<file path="src/bheq_pkg.sv">
// Shared types and constants for the barrier hit event qualifier.
`default_nettype none

package bheq_pkg;

  localparam int unsigned TIME_W     = 32;
  localparam int unsigned DELTA_W    = 24;
  localparam int unsigned DIST_CFG_W = 16;
  localparam int unsigned REPORT_W   = 32;
  localparam int unsigned CFG_IDX_W  = 2;
  localparam int unsigned CFG_DATA_W = 32;

  localparam logic [TIME_W-1:0] RESET_DELAY_DEFAULT = 32'd100;

  // Configuration register indexes.
  localparam logic [CFG_IDX_W-1:0] CFG_RESET_DELAY      = 2'd0;
  localparam logic [CFG_IDX_W-1:0] CFG_TRIGGER_WAIT     = 2'd1;
  localparam logic [CFG_IDX_W-1:0] CFG_TRIGGER_DISTANCE = 2'd2;

  localparam logic MODE_HIT   = 1'b0;
  localparam logic MODE_LEAVE = 1'b1;

  localparam logic [1:0] BARRIER_HORIZONTAL = 2'd0;
  localparam logic [1:0] BARRIER_VERTICAL   = 2'd1;

  localparam logic REPORT_HIT   = 1'b0;
  localparam logic REPORT_LEAVE = 1'b1;

  // Partial products issued to the shared multiplier, in issue order.
  typedef enum logic [2:0] {
    MUL_X_LL,
    MUL_X_LH,
    MUL_X_HH,
    MUL_Y_LL,
    MUL_Y_LH,
    MUL_Y_HH,
    MUL_D_D
  } mul_sel_t;

  typedef struct packed {
    logic                      mode;
    logic [1:0]                barrier;
    logic [TIME_W-1:0]         event_time;
    logic signed [DELTA_W-1:0] delta_x;
    logic signed [DELTA_W-1:0] delta_y;
  } in_item_t;

  typedef struct packed {
    logic                report_kind;
    logic [REPORT_W-1:0] travel_distance;
    logic [TIME_W-1:0]   elapsed_time;
  } out_item_t;

  typedef struct packed {
    logic     load;
    logic     update;
    logic     mag;
    logic     mul_go;
    mul_sel_t mul_sel;
    logic     set_wfl;
    logic     root_start;
    logic     out_load;
    logic     clear;
  } ctrl_cmd_t;

  typedef struct packed {
    logic is_leave;
    logic still_hit;
    logic triggers;
    logic hit_report;
    logic root_busy;
    logic out_free;
  } dp_status_t;

endpackage

`default_nettype wire

</file>
<file path="src/bheq_stream_if.sv">
// Valid/ready stream interface carrying one payload item per transfer.
`default_nettype none

interface bheq_stream_if #(
  parameter type payload_t = logic
);
  logic     valid;
  logic     ready;
  payload_t payload;

  modport source (output valid, output payload, input ready);
  modport sink   (input valid, input payload, output ready);
endinterface

`default_nettype wire

</file>
<file path="src/bheq_sqrt.sv">
// Iterative integer square root, one result bit per cycle.
`default_nettype none

module bheq_sqrt #(
  parameter int unsigned ROOT_W = 41
) (
  input  wire logic                  clk,
  input  wire logic                  rst_n,
  input  wire logic                  start,
  input  wire logic [2*ROOT_W-1:0]   radicand,
  output logic                       busy,
  output logic [ROOT_W-1:0]          root
);

  localparam int unsigned CNT_W = $clog2(ROOT_W + 1);
  localparam int unsigned REM_W = ROOT_W + 2;

  logic [CNT_W-1:0]    cnt_r;
  logic [2*ROOT_W-1:0] rad_r;
  logic [REM_W-1:0]    rem_r;
  logic [ROOT_W-1:0]   root_r;

  logic [REM_W-1:0]    rem_sh;
  logic [REM_W-1:0]    trial;
  logic                take;
  logic [REM_W-1:0]    rem_nxt;
  logic [ROOT_W-1:0]   root_nxt;

  // The remainder never exceeds twice the partial root, so its top two bits
  // are clear before each shift.
  always_comb begin
    rem_sh   = {rem_r[ROOT_W-1:0], rad_r[2*ROOT_W-1 -: 2]};
    trial    = {root_r, 2'b01};
    take     = (rem_sh >= trial);
    rem_nxt  = take ? (rem_sh - trial) : rem_sh;
    root_nxt = {root_r[ROOT_W-2:0], take};
  end

  always_ff @(posedge clk) begin
    if (!rst_n) begin
      cnt_r <= '0;
    end else if (start) begin
      cnt_r <= CNT_W'(ROOT_W);
    end else if (cnt_r != '0) begin
      cnt_r <= cnt_r - CNT_W'(1);
    end
  end

  always_ff @(posedge clk) begin
    if (start) begin
      rad_r  <= radicand;
      rem_r  <= '0;
      root_r <= '0;
    end else if (cnt_r != '0) begin
      rad_r  <= rad_r << 2;
      rem_r  <= rem_nxt;
      root_r <= root_nxt;
    end
  end

  assign busy = (cnt_r != '0);
  assign root = root_r;

endmodule

`default_nettype wire

</file>
<file path="src/bheq_dp.sv">
// Datapath: configuration, event state, sums, squared length and result register.
`default_nettype none

module bheq_dp #(
  parameter int unsigned FRACTION_BITS = 8,
  parameter int unsigned SUM_WIDTH     = 40
) (
  input  wire logic                              clk,
  input  wire logic                              rst_n,
  input  wire logic                              cfg_we,
  input  wire logic [bheq_pkg::CFG_IDX_W-1:0]    cfg_index,
  input  wire logic [bheq_pkg::CFG_DATA_W-1:0]   cfg_data,
  input  wire bheq_pkg::in_item_t                in_payload,
  input  wire bheq_pkg::ctrl_cmd_t               cmd,
  output bheq_pkg::dp_status_t                   status,
  output logic                                   out_valid,
  input  wire logic                              out_ready,
  output bheq_pkg::out_item_t                    out_payload
);

  localparam int unsigned HALF_W = (SUM_WIDTH + 1) / 2;
  localparam int unsigned PROD_W = 2 * HALF_W;
  localparam int unsigned ACC_W  = 2 * SUM_WIDTH;
  localparam int unsigned ROOT_W = SUM_WIDTH + 1;
  localparam int unsigned EXT_W  = SUM_WIDTH + 1;
  localparam int unsigned DW     = bheq_pkg::DELTA_W;
  localparam int unsigned TW     = bheq_pkg::TIME_W;
  localparam int unsigned RW     = bheq_pkg::REPORT_W;

  // Configuration.
  logic [TW-1:0]                     reset_delay_r;
  logic [TW-1:0]                     hold_time_r;
  logic [bheq_pkg::DIST_CFG_W-1:0]   travel_limit_r;

  // Event state.
  bheq_pkg::in_item_t                item_r;
  logic [TW-1:0]                     timer_origin_r;
  logic [TW-1:0]                     prev_hit_r;
  logic                              hhit_r;
  logic                              vhit_r;
  logic                              wfl_r;
  logic [SUM_WIDTH-1:0]              sum_x_r;
  logic [SUM_WIDTH-1:0]              sum_y_r;

  // Squared length.
  logic [SUM_WIDTH-1:0]              mag_x_r;
  logic [SUM_WIDTH-1:0]              mag_y_r;
  logic [PROD_W-1:0]                 prod_r;
  logic                              prod_vld_r;
  bheq_pkg::mul_sel_t                prod_sel_r;
  logic [ACC_W-1:0]                  acc_r;
  logic [ACC_W-1:0]                  lim_r;

  // Result register.
  logic                              out_valid_r;
  bheq_pkg::out_item_t               out_item_r;

  logic [PROD_W-1:0]                 mag_x_pad;
  logic [PROD_W-1:0]                 mag_y_pad;
  logic [HALF_W-1:0]                 mul_a;
  logic [HALF_W-1:0]                 mul_b;
  logic [ACC_W-1:0]                  term;
  logic [TW-1:0]                     gap;
  logic [TW-1:0]                     since;
  logic                              triggers;
  logic                              below;
  logic                              hhit_leave;
  logic                              vhit_leave;
  logic                              root_busy;
  logic [ROOT_W-1:0]                 root;
  logic [ROOT_W:0]                   rnd;
  logic [ROOT_W:0]                   rnd_sh;
  logic [RW-1:0]                     dist_sat;

  function automatic logic [SUM_WIDTH-1:0] sat_add(input logic [SUM_WIDTH-1:0] s,
                                                   input logic [DW-1:0]        d);
    logic [EXT_W-1:0] r;
    r = {s[SUM_WIDTH-1], s} + {{(EXT_W-DW){d[DW-1]}}, d};
    if (r[EXT_W-1] != r[EXT_W-2]) begin
      sat_add = r[EXT_W-1] ? {1'b1, {(SUM_WIDTH-1){1'b0}}} : {1'b0, {(SUM_WIDTH-1){1'b1}}};
    end else begin
      sat_add = r[SUM_WIDTH-1:0];
    end
  endfunction

  function automatic logic [SUM_WIDTH-1:0] magnitude(input logic [SUM_WIDTH-1:0] v);
    magnitude = v[SUM_WIDTH-1] ? (~v + {{(SUM_WIDTH-1){1'b0}}, 1'b1}) : v;
  endfunction

  always_comb begin
    mag_x_pad = PROD_W'(mag_x_r);
    mag_y_pad = PROD_W'(mag_y_r);
    case (cmd.mul_sel)
      bheq_pkg::MUL_X_LL: begin
        mul_a = mag_x_pad[HALF_W-1:0];
        mul_b = mag_x_pad[HALF_W-1:0];
      end
      bheq_pkg::MUL_X_LH: begin
        mul_a = mag_x_pad[HALF_W-1:0];
        mul_b = mag_x_pad[PROD_W-1:HALF_W];
      end
      bheq_pkg::MUL_X_HH: begin
        mul_a = mag_x_pad[PROD_W-1:HALF_W];
        mul_b = mag_x_pad[PROD_W-1:HALF_W];
      end
      bheq_pkg::MUL_Y_LL: begin
        mul_a = mag_y_pad[HALF_W-1:0];
        mul_b = mag_y_pad[HALF_W-1:0];
      end
      bheq_pkg::MUL_Y_LH: begin
        mul_a = mag_y_pad[HALF_W-1:0];
        mul_b = mag_y_pad[PROD_W-1:HALF_W];
      end
      bheq_pkg::MUL_Y_HH: begin
        mul_a = mag_y_pad[PROD_W-1:HALF_W];
        mul_b = mag_y_pad[PROD_W-1:HALF_W];
      end
      bheq_pkg::MUL_D_D: begin
        mul_a = HALF_W'(travel_limit_r);
        mul_b = HALF_W'(travel_limit_r);
      end
      default: begin
        mul_a = '0;
        mul_b = '0;
      end
    endcase
  end

  // The cross term appears twice in the square, hence the extra bit of shift.
  always_comb begin
    case (prod_sel_r)
      bheq_pkg::MUL_X_LL, bheq_pkg::MUL_Y_LL: term = ACC_W'(prod_r);
      bheq_pkg::MUL_X_LH, bheq_pkg::MUL_Y_LH: term = ACC_W'(prod_r) << (HALF_W + 1);
      bheq_pkg::MUL_X_HH, bheq_pkg::MUL_Y_HH: term = ACC_W'(prod_r) << (2 * HALF_W);
      default:                                term = '0;
    endcase
  end

  always_comb begin
    gap        = item_r.event_time - prev_hit_r;
    since      = item_r.event_time - timer_origin_r;
    triggers   = (hold_time_r != '0) || (travel_limit_r != '0);
    below      = (lim_r > acc_r);
    hhit_leave = (item_r.barrier == bheq_pkg::BARRIER_HORIZONTAL) ? 1'b0 : hhit_r;
    vhit_leave = (item_r.barrier == bheq_pkg::BARRIER_VERTICAL) ? 1'b0 : vhit_r;
    rnd        = {1'b0, root} + ((ROOT_W + 1)'(1) << FRACTION_BITS);
    rnd_sh     = rnd >> (FRACTION_BITS + 1);
    dist_sat   = (|rnd_sh[ROOT_W:RW]) ? {RW{1'b1}} : rnd_sh[RW-1:0];
  end

  always_ff @(posedge clk) begin
    if (!rst_n) begin
      reset_delay_r  <= bheq_pkg::RESET_DELAY_DEFAULT;
      hold_time_r    <= '0;
      travel_limit_r <= '0;
    end else if (cfg_we) begin
      case (cfg_index)
        bheq_pkg::CFG_RESET_DELAY:      reset_delay_r  <= cfg_data;
        bheq_pkg::CFG_TRIGGER_WAIT:     hold_time_r    <= cfg_data;
        bheq_pkg::CFG_TRIGGER_DISTANCE: travel_limit_r <= cfg_data[bheq_pkg::DIST_CFG_W-1:0];
        default: ;
      endcase
    end
  end

  always_ff @(posedge clk) begin
    if (!rst_n) begin
      timer_origin_r <= '0;
      prev_hit_r     <= '0;
      hhit_r         <= 1'b0;
      vhit_r         <= 1'b0;
      wfl_r          <= 1'b0;
      sum_x_r        <= '0;
      sum_y_r        <= '0;
      prod_vld_r     <= 1'b0;
      out_valid_r    <= 1'b0;
    end else begin
      prod_vld_r <= cmd.mul_go;
      if (cmd.update) begin
        if (item_r.mode == bheq_pkg::MODE_HIT) begin
          if (item_r.barrier == bheq_pkg::BARRIER_HORIZONTAL) hhit_r <= 1'b1;
          if (item_r.barrier == bheq_pkg::BARRIER_VERTICAL)   vhit_r <= 1'b1;
          prev_hit_r <= item_r.event_time;
          if (gap > reset_delay_r) timer_origin_r <= item_r.event_time;
          sum_x_r <= sat_add(sum_x_r, item_r.delta_x);
          sum_y_r <= sat_add(sum_y_r, item_r.delta_y);
        end else begin
          hhit_r <= hhit_leave;
          vhit_r <= vhit_leave;
        end
      end
      if (cmd.set_wfl && triggers) wfl_r <= 1'b1;
      if (cmd.clear) begin
        wfl_r      <= 1'b0;
        sum_x_r    <= '0;
        sum_y_r    <= '0;
        prev_hit_r <= '0;
      end
      if (cmd.out_load) begin
        out_valid_r <= 1'b1;
      end else if (out_ready) begin
        out_valid_r <= 1'b0;
      end
    end
  end

  always_ff @(posedge clk) begin
    if (cmd.load) item_r <= in_payload;
    if (cmd.mag) begin
      mag_x_r <= magnitude(sum_x_r);
      mag_y_r <= magnitude(sum_y_r);
      acc_r   <= '0;
    end else if (prod_vld_r) begin
      if (prod_sel_r == bheq_pkg::MUL_D_D) begin
        lim_r <= ACC_W'(prod_r) << (2 * FRACTION_BITS);
      end else begin
        acc_r <= acc_r + term;
      end
    end
    if (cmd.mul_go) begin
      prod_r     <= mul_a * mul_b;
      prod_sel_r <= cmd.mul_sel;
    end
    if (cmd.out_load) begin
      out_item_r.report_kind     <= (item_r.mode == bheq_pkg::MODE_LEAVE) ?
                                    bheq_pkg::REPORT_LEAVE : bheq_pkg::REPORT_HIT;
      out_item_r.travel_distance <= dist_sat;
      out_item_r.elapsed_time    <= since;
    end
  end

  bheq_sqrt #(
    .ROOT_W (ROOT_W)
  ) u_sqrt (
    .clk      (clk),
    .rst_n    (rst_n),
    .start    (cmd.root_start),
    .radicand ({acc_r, 2'b00}),
    .busy     (root_busy),
    .root     (root)
  );

  always_comb begin
    status.is_leave   = (item_r.mode == bheq_pkg::MODE_LEAVE);
    status.still_hit  = hhit_leave || vhit_leave;
    status.triggers   = triggers;
    status.hit_report = !wfl_r && !(since < hold_time_r) && !below;
    status.root_busy  = root_busy;
    status.out_free   = !out_valid_r || out_ready;
  end

  assign out_valid   = out_valid_r;
  assign out_payload = out_item_r;

endmodule

`default_nettype wire

</file>
<file path="src/bheq_ctrl.sv">
// Controller state machine sequencing each event through the datapath.
`default_nettype none

module bheq_ctrl (
  input  wire logic                 clk,
  input  wire logic                 rst_n,
  input  wire logic                 in_valid,
  output logic                      in_ready,
  input  wire bheq_pkg::dp_status_t status,
  output bheq_pkg::ctrl_cmd_t       cmd
);

  typedef enum logic [3:0] {
    S_IDLE,
    S_UPDATE,
    S_MAG,
    S_MUL,
    S_DRAIN,
    S_DECIDE,
    S_ROOT_START,
    S_ROOT,
    S_OUT,
    S_CLEAR
  } state_t;

  state_t             state_r;
  state_t             state_nxt;
  bheq_pkg::mul_sel_t mul_sel_r;
  bheq_pkg::mul_sel_t mul_sel_nxt;

  always_comb begin
    state_nxt   = state_r;
    mul_sel_nxt = mul_sel_r;
    cmd         = '0;
    case (state_r)
      S_IDLE: begin
        if (in_valid) begin
          cmd.load  = 1'b1;
          state_nxt = S_UPDATE;
        end
      end
      S_UPDATE: begin
        cmd.update = 1'b1;
        if (!status.is_leave) begin
          state_nxt = S_MAG;
        end else if (status.still_hit) begin
          state_nxt = S_IDLE;
        end else if (status.triggers) begin
          state_nxt = S_CLEAR;
        end else begin
          state_nxt = S_MAG;
        end
      end
      S_MAG: begin
        cmd.mag     = 1'b1;
        mul_sel_nxt = bheq_pkg::MUL_X_LL;
        state_nxt   = S_MUL;
      end
      S_MUL: begin
        cmd.mul_go  = 1'b1;
        cmd.mul_sel = mul_sel_r;
        if (mul_sel_r == bheq_pkg::MUL_D_D) begin
          state_nxt = S_DRAIN;
        end else begin
          mul_sel_nxt = bheq_pkg::mul_sel_t'(mul_sel_r + 3'd1);
        end
      end
      S_DRAIN: begin
        // The last product is already in its register and is folded into the limit during this cycle.
        state_nxt = status.is_leave ? S_ROOT_START : S_DECIDE;
      end
      S_DECIDE: begin
        if (status.hit_report) begin
          cmd.set_wfl = 1'b1;
          state_nxt   = S_ROOT_START;
        end else begin
          state_nxt = S_IDLE;
        end
      end
      S_ROOT_START: begin
        cmd.root_start = 1'b1;
        state_nxt      = S_ROOT;
      end
      S_ROOT: begin
        if (!status.root_busy) state_nxt = S_OUT;
      end
      S_OUT: begin
        if (status.out_free) begin
          cmd.out_load = 1'b1;
          state_nxt    = status.is_leave ? S_CLEAR : S_IDLE;
        end
      end
      S_CLEAR: begin
        cmd.clear = 1'b1;
        state_nxt = S_IDLE;
      end
      default: begin
        state_nxt = S_IDLE;
      end
    endcase
  end

  always_ff @(posedge clk) begin
    if (!rst_n) begin
      state_r   <= S_IDLE;
      mul_sel_r <= bheq_pkg::MUL_X_LL;
    end else begin
      state_r   <= state_nxt;
      mul_sel_r <= mul_sel_nxt;
    end
  end

  assign in_ready = (state_r == S_IDLE);

endmodule

`default_nettype wire

</file>
<file path="src/barrier_hit_event_qualifier.sv">
// Top level of the barrier hit event qualifier: controller, datapath and checks.
//
// Takes one barrier hit or leave event at a time on in_ch and gives at most one report on
// out_ch. A hit event that produces a report holds off the next input transfer, chiefly
// while the square root unit runs; that unit resolves one bit of the distance per cycle. A
// hit with no report spends most of its time on the seven products through the single
// multiplier: six partial products of the squared length and the square of the limit.
// A leave that finds a barrier still hit returns to idle after its update, one that clears
// silently goes through the clear step, and a leave report takes as long as a hit report.
// The report sits in an output register, so the next event is taken while it waits; a
// further report stalls only if that register is still full. Configuration writes on
// cfg_we/cfg_index/cfg_data take effect at once and must be made while no event is in progress.
`default_nettype none

module barrier_hit_event_qualifier #(
  parameter int unsigned FRACTION_BITS = 8,
  parameter int unsigned SUM_WIDTH     = 40
) (
  input  wire logic                             clk,
  input  wire logic                             rst_n,
  bheq_stream_if.sink                           in_ch,
  bheq_stream_if.source                         out_ch,
  input  wire logic                             cfg_we,
  input  wire logic [bheq_pkg::CFG_IDX_W-1:0]   cfg_index,
  input  wire logic [bheq_pkg::CFG_DATA_W-1:0]  cfg_data
);

  bheq_pkg::ctrl_cmd_t  cmd;
  bheq_pkg::dp_status_t status;
  logic                 in_ready;
  logic                 out_valid;
  bheq_pkg::out_item_t  out_payload;

  bheq_ctrl u_ctrl (
    .clk      (clk),
    .rst_n    (rst_n),
    .in_valid (in_ch.valid),
    .in_ready (in_ready),
    .status   (status),
    .cmd      (cmd)
  );

  bheq_dp #(
    .FRACTION_BITS (FRACTION_BITS),
    .SUM_WIDTH     (SUM_WIDTH)
  ) u_dp (
    .clk         (clk),
    .rst_n       (rst_n),
    .cfg_we      (cfg_we),
    .cfg_index   (cfg_index),
    .cfg_data    (cfg_data),
    .in_payload  (in_ch.payload),
    .cmd         (cmd),
    .status      (status),
    .out_valid   (out_valid),
    .out_ready   (out_ch.ready),
    .out_payload (out_payload)
  );

  assign in_ch.ready    = in_ready;
  assign out_ch.valid   = out_valid;
  assign out_ch.payload = out_payload;

`ifndef ASSERT_OFF
  // A result is only written into the output register once it is free.
  a_out_load_free: assert property (@(posedge clk) disable iff (!rst_n)
    cmd.out_load |-> status.out_free)
    else $error("result loaded over an untaken result");

  // A leave is reported only when no trigger is configured.
  a_leave_report_no_trigger: assert property (@(posedge clk) disable iff (!rst_n)
    (cmd.out_load && status.is_leave) |-> !status.triggers)
    else $error("leave report with a trigger set");

  // Starting the square root must make it busy on the following cycle.
  a_root_starts: assert property (@(posedge clk) disable iff (!rst_n)
    cmd.root_start |=> status.root_busy)
    else $error("square root did not start");

  // An input transfer is never taken while the square root is running.
  a_no_load_busy: assert property (@(posedge clk) disable iff (!rst_n)
    cmd.load |-> !status.root_busy)
    else $error("input taken during square root");
`endif

endmodule

`default_nettype wire
</file>
<file path="src/flat_wrapper.sv">
// flat-port wrapper written by rule: the top's interface ports become plain ports
module barrier_hit_event_qualifier_flat 
#(
  parameter int unsigned FRACTION_BITS = 8,
  parameter int unsigned SUM_WIDTH     = 40
)
  (clk, rst_n, cfg_we, cfg_index, cfg_data, in_ch_valid, in_ch_payload, in_ch_ready, out_ch_valid, out_ch_payload, out_ch_ready);
  bheq_stream_if in_ch_i ();
  bheq_stream_if out_ch_i ();
  input  wire logic clk;
  input  wire logic rst_n;
  input  wire logic cfg_we;
  input  wire logic [bheq_pkg::CFG_IDX_W-1:0] cfg_index;
  input  wire logic [bheq_pkg::CFG_DATA_W-1:0] cfg_data;
  input wire logic [$bits(in_ch_i.valid)-1:0] in_ch_valid;
  input wire logic [$bits(in_ch_i.payload)-1:0] in_ch_payload;
  output wire logic [$bits(in_ch_i.ready)-1:0] in_ch_ready;
  output wire logic [$bits(out_ch_i.valid)-1:0] out_ch_valid;
  output wire logic [$bits(out_ch_i.payload)-1:0] out_ch_payload;
  input wire logic [$bits(out_ch_i.ready)-1:0] out_ch_ready;
  assign in_ch_i.valid = in_ch_valid;
  assign in_ch_i.payload = in_ch_payload;
  assign in_ch_ready = in_ch_i.ready;
  assign out_ch_valid = out_ch_i.valid;
  assign out_ch_payload = out_ch_i.payload;
  assign out_ch_i.ready = out_ch_ready;
  barrier_hit_event_qualifier #(.FRACTION_BITS(FRACTION_BITS), .SUM_WIDTH(SUM_WIDTH)) u_core (.clk(clk), .rst_n(rst_n), .in_ch(in_ch_i), .out_ch(out_ch_i), .cfg_we(cfg_we), .cfg_index(cfg_index), .cfg_data(cfg_data));
endmodule
</file>
<file path="config.mk">
export PLATFORM = sky130hd
export DESIGN_NAME = barrier_hit_event_qualifier_flat
export DESIGN_NICKNAME = d
export VERILOG_FILES = /design/src/bheq_pkg.sv /design/src/bheq_stream_if.sv /design/src/bheq_sqrt.sv /design/src/bheq_dp.sv /design/src/bheq_ctrl.sv /design/src/barrier_hit_event_qualifier.sv /design/src/flat_wrapper.sv
export SDC_FILE = /design/constraint.sdc
export NUM_CORES = 2
export LEC_CHECK = 0
export BUFFER_PORTS_ARGS = -buffer_cell sky130_fd_sc_hd__buf_2
export CAP_MARGIN = 20
export CORE_MARGIN = 2
export CORE_UTILIZATION = 40
export DETAILED_ROUTE_END_ITERATION = 8
export PLACE_DENSITY_LB_ADDON = 0.1
export SLEW_MARGIN = 20
export SYNTH_ARGS = -nofsm -noshare
export SYNTH_HDL_FRONTEND = slang
export SYNTH_SLANG_ARGS = --single-unit
</file>
<file path="constraint.sdc">
create_clock -name clk -period 19.15 [get_ports clk]
set_clock_uncertainty 0.05 [all_clocks]
set_input_delay 0 -clock clk [delete_from_list [all_inputs] [get_ports clk]]
set_output_delay 0 -clock clk [all_outputs]
set_load 0.005 [all_outputs]
</file>
==> summary.txt <==
Global routing
  • Global-route wire length before repair: ~160 mm
  • GRT Total Usage: 24.84%
  • GRT Residual Overflow: 0
  • Antenna violations before repair: 0
  • Vias in the first global route: 27290
  • Largest net degree at the start of global routing: between 70 and 80

Hold path
  • Hold path cells: 6
  • Worst Hold Class: in -> reg
  • Hold Path Origin: cfg_index[0]
  • WHS Endpoint: u_core.u_dp.hold_time_r[15]

CTS
  • Clk slew on worst S/H paths: 0.06 ns
  • Clock Tree Root: clkbuf_16
  • CTS tree: built
  • Clk_lat worst skew: around 0.58 ns
  • CTS buffer count: 41
  • Clock H-tree levels: 2
  • Clock Path Buffers: 3
  • Postcts setup bufs: 0
  • Sink Count: 308

Floorplan
  • Initial core utilization: 40.50%
  • Rows: between 100 and 150
  • Die width: 290.0 µm
  • Io pins: 43
  • Die area: 84120 µm²
  • Core Region: 80810 µm²
  • Die Ht: about 290 µm

Drt
  • DRC viols: 0
  • Antenna Nets Post-Route: 0
  • DRT iter0 DRCs: 1829
  • Via-to-Cell Ratio: 5.479
  • Drt total wl: ~100 mm
  • WL/cell: 20.89 µm
  • DR vias: 27310
  • 1st-pass router iterations: 6

Critical path
  • Reg2Reg Depth: 32
  • Reg2Reg Setup Slack: around 9 ns
  • Buf+Inv Stages, Crit Path: 7
  • Crit-path max cell delay: 0.76 ns
  • Critical register-to-register path startpoint: u_core.u_ctrl.state_r[1]
  • CP required: 19.42 ns
  • CP Capture Type: flop
  • Arr. time, crit path: 10.68 ns
  • Slowest cell on the critical path: a32o_1
  • Worst-path fanout max: 49
  • Reg-to-reg endpoint: u_core.u_dp.prod_r[39]
  • Setup CP Type: reg -> reg
  • Critical path's top delay family: adder cells
  • Worst Setup Start Kind: flop
  • Crit-path most repeated cell: fa_1

Synthesis
  • Number of synthesized flops with an enable pin: 124
  • Ys async rst share: 0%
  • Synth top area cells: fa_1 20%, edfxtp_1 11%, dfxtp_1 11%
  • Syn nets: 4559
  • Post-synth top cells: 634 x nand2_1, 458 x inv_1, 321 x fa_1
  • Mapped cell area: roughly 33000 µm²
  • Synth cell types: 77
  • Top cell type's share of synthesized area: 19.64%
  • Post-synthesis cell type with the largest combined area: fa_1
  • Main synth FF type: dfxtp_1
  • Top-count cell post-synth: nand2_1
  • Mapped Avg Cell Area: 8.344 µm²
  • Share of the yosys chip area belonging to registers: 22.63%
  • Seq cells post-synth: between 300 and 400
  • Post-synthesis cell count: between 3000 and 4000
  • Synth warn: 0

Cells and area
  • Post-layout net count: roughly 4500
  • # diodes: 0
  • Layout cell share with drive strength beyond 1: 4.893%
  • Final Util: 44.30%
  • Finished Cell Area: 35800 µm²
  • Layout Area Growth over Synthesis: 9.382%
  • Final Non-Filler Cells: between 4000 and 5000

Status
  • Outcome: completed

Place
  • Area of placed instances: 33790 µm²
  • Port Buf Inserts: 41
  • Placed cells: 4847
  • Final Wtd Congestion: 0.9304
  • Post-DP HPWL: 80.95 mm

Timing
  • Setup TNS: 0 ns
  • Rel. slew slack: 25.12%
  • Slew Viols, Final: 0
  • Setup violations, final: 0
  • Final Hold Fails: 0
  • Post-route clock period utilization: between 50% and 60%
  • Worst-Margin Slew: 1.123 ns
  • Min cycle time layout: 10.40 ns
  • Max Clk Rate: between 90 and 100 MHz
  • RSZ-0062 raised after global routing: no

Run
  • Max-cap viol count: 0

Pwr
  • Peak supply drop: around 0.063 mV
  • Combinational power share: 22.1%
  • NetSw: 674.3 µW
  • PwrDens: 58.02 nW/µm²
  • Leakage: 0.01589 µW
  • Flop pwr share: 39.1%
  • Clock Power Share: 38.8%
  • Switching share of power: 32.46%
  • Internal Power: 1403 µW
[state kept, by name, summed over array words and instances (netlist names)]
name                        cells
u_core.u_dp.item_r              1
u_core.u_dp.mag_y_pad          40
u_core.u_dp.prod_sel_r          3
u_core.u_dp.hold_time_r        32
u_core.u_dp.sum_y_r            40
u_core.u_ctrl.state_r           4
u_core.u_ctrl.mul_sel_r         3
u_core.u_dp.u_sqrt.cnt_r        6
u_core.u_dp.wfl_r               1
u_core.u_dp.lim_r              40
u_core.u_dp.travel_limit_r     16
u_core.u_dp.prod_r             40
u_core.u_dp.out_valid           1
u_core.u_dp.acc_r              80
u_core.u_dp.prod_vld_r          1
[layer usage]
layer	wire, µm	up-vias	global-route usage [%]
li1	-	13080	-
met1	46200	13280	32.83
met2	49190	761	42.05
met3	5415	187	3.699
met4	3305	0	7.355
met5	0	-	0
[repair_timing]
action | CTS | global route
endpoints found under the setup margin | 0 | 0
gates resized for setup | 0 | 0
hold buffers | 62 | 0
endpoints found under the hold margin | 54 | 0
[cell type report]
cell class / count / area (µm²)
Clock buffer: 53 / 1112
Fill cell: 8045 / 45010
Multi-Input combinational cell: 2938 / 22810
Clock inverter: 22 / 277.8
Timing Repair Buffer: 145 / 1139
Inverter: 458 / 1722
Sequential cell: 308 / 7407
Tap cell: 1060 / 1326
[power by group through the flow]
stage / registers [µW] / clock network (µW) / logic [µW]
after floorplan: 788 / 0 / 338
after global placement: 825 / 0 / 446
after detailed placement: 823 / 0 / 445
after CTS: 810 / 828 / 456
after global routing: 817 / 855 / 512
final: 811 / 807 / 459
[stage by stage]
step | setup WS, ns | power [µW] | hold WS, ns
floorplan | 8.450 | 1126 | 0.04887
global placement | 8.895 | 1271 | 0.1576
detailed placement | 8.770 | 1268 | 0.1651
CTS | 8.753 | 2093 | 0.04017
global route | 7.956 | 2183 | 0.07319
finish | 8.745 | 2077 | 0.07025
[worst max-delay path by stage]
stage	depth (start not counted)	slack, ns	end	from
2_1_floorplan	31	8.45	u_core.u_dp.prod_r[39]	u_core.u_ctrl.state_r[1]
3_3_place_gp	32	8.89	u_core.u_dp.prod_r[39]	u_core.u_ctrl.state_r[1]
3_5_place_dp	32	8.77	u_core.u_dp.prod_r[39]	u_core.u_ctrl.state_r[1]
4_1_cts	32	8.75	u_core.u_dp.prod_r[39]	u_core.u_ctrl.state_r[1]
5_1_grt	33	7.96	u_core.u_dp.prod_r[39]	u_core.u_ctrl.state_r[1]
6_report	32	8.75	u_core.u_dp.prod_r[39]	u_core.u_ctrl.state_r[1]
[layout by cell type (no fill, tap or decap), drive strengths merged, types with 20 or more instances in the layout]
cell         count
nand2          634
ha             276
fa             321
a22oi           55
a221oi          20
nor3            43
o21a            20
nor2b           21
dlygate4sd3     62
a21boi          58
a211oi          25
dfxtp          184
and2           108
nor4            39
nand4           47
nand2b          24
xnor2          112
nand3           53
edfxtp         124
inv            464
o21ai          164
nor2           300
clkbuf          53
o21bai          31
buf             83
o31ai           21
a21o            81
xor2            37
a21oi          248
[kinds of logic (layout without fill, tap and decap cells)]
family / count (synthesis) / count (layout) / share of synthesized area [%]
DFF: 308 / 308 / 22.63
xor gates and xnor gates: 149 / 149 / 3.988
AOI/OAI and AO/OA: 840 / 840 / 16.65
and+or+nand+nor: 1345 / 1345 / 18.51
muxes: 6 / 6 / 0.1912
buffers and inverters: 676 / 678 / 7.826
adders and majority gates: 597 / 597 / 30.19
other: 1 / 1 / 0.01146
[worst min-delay path: stages]
cell	delay (ns)
buf_2	0.11
nand2_1	0.08
nor2_2	0.07
buf_4	0.22
nand2_1	0.09
a21boi_0	0.06
Note: power is estimated with default switching activity, not from simulation.
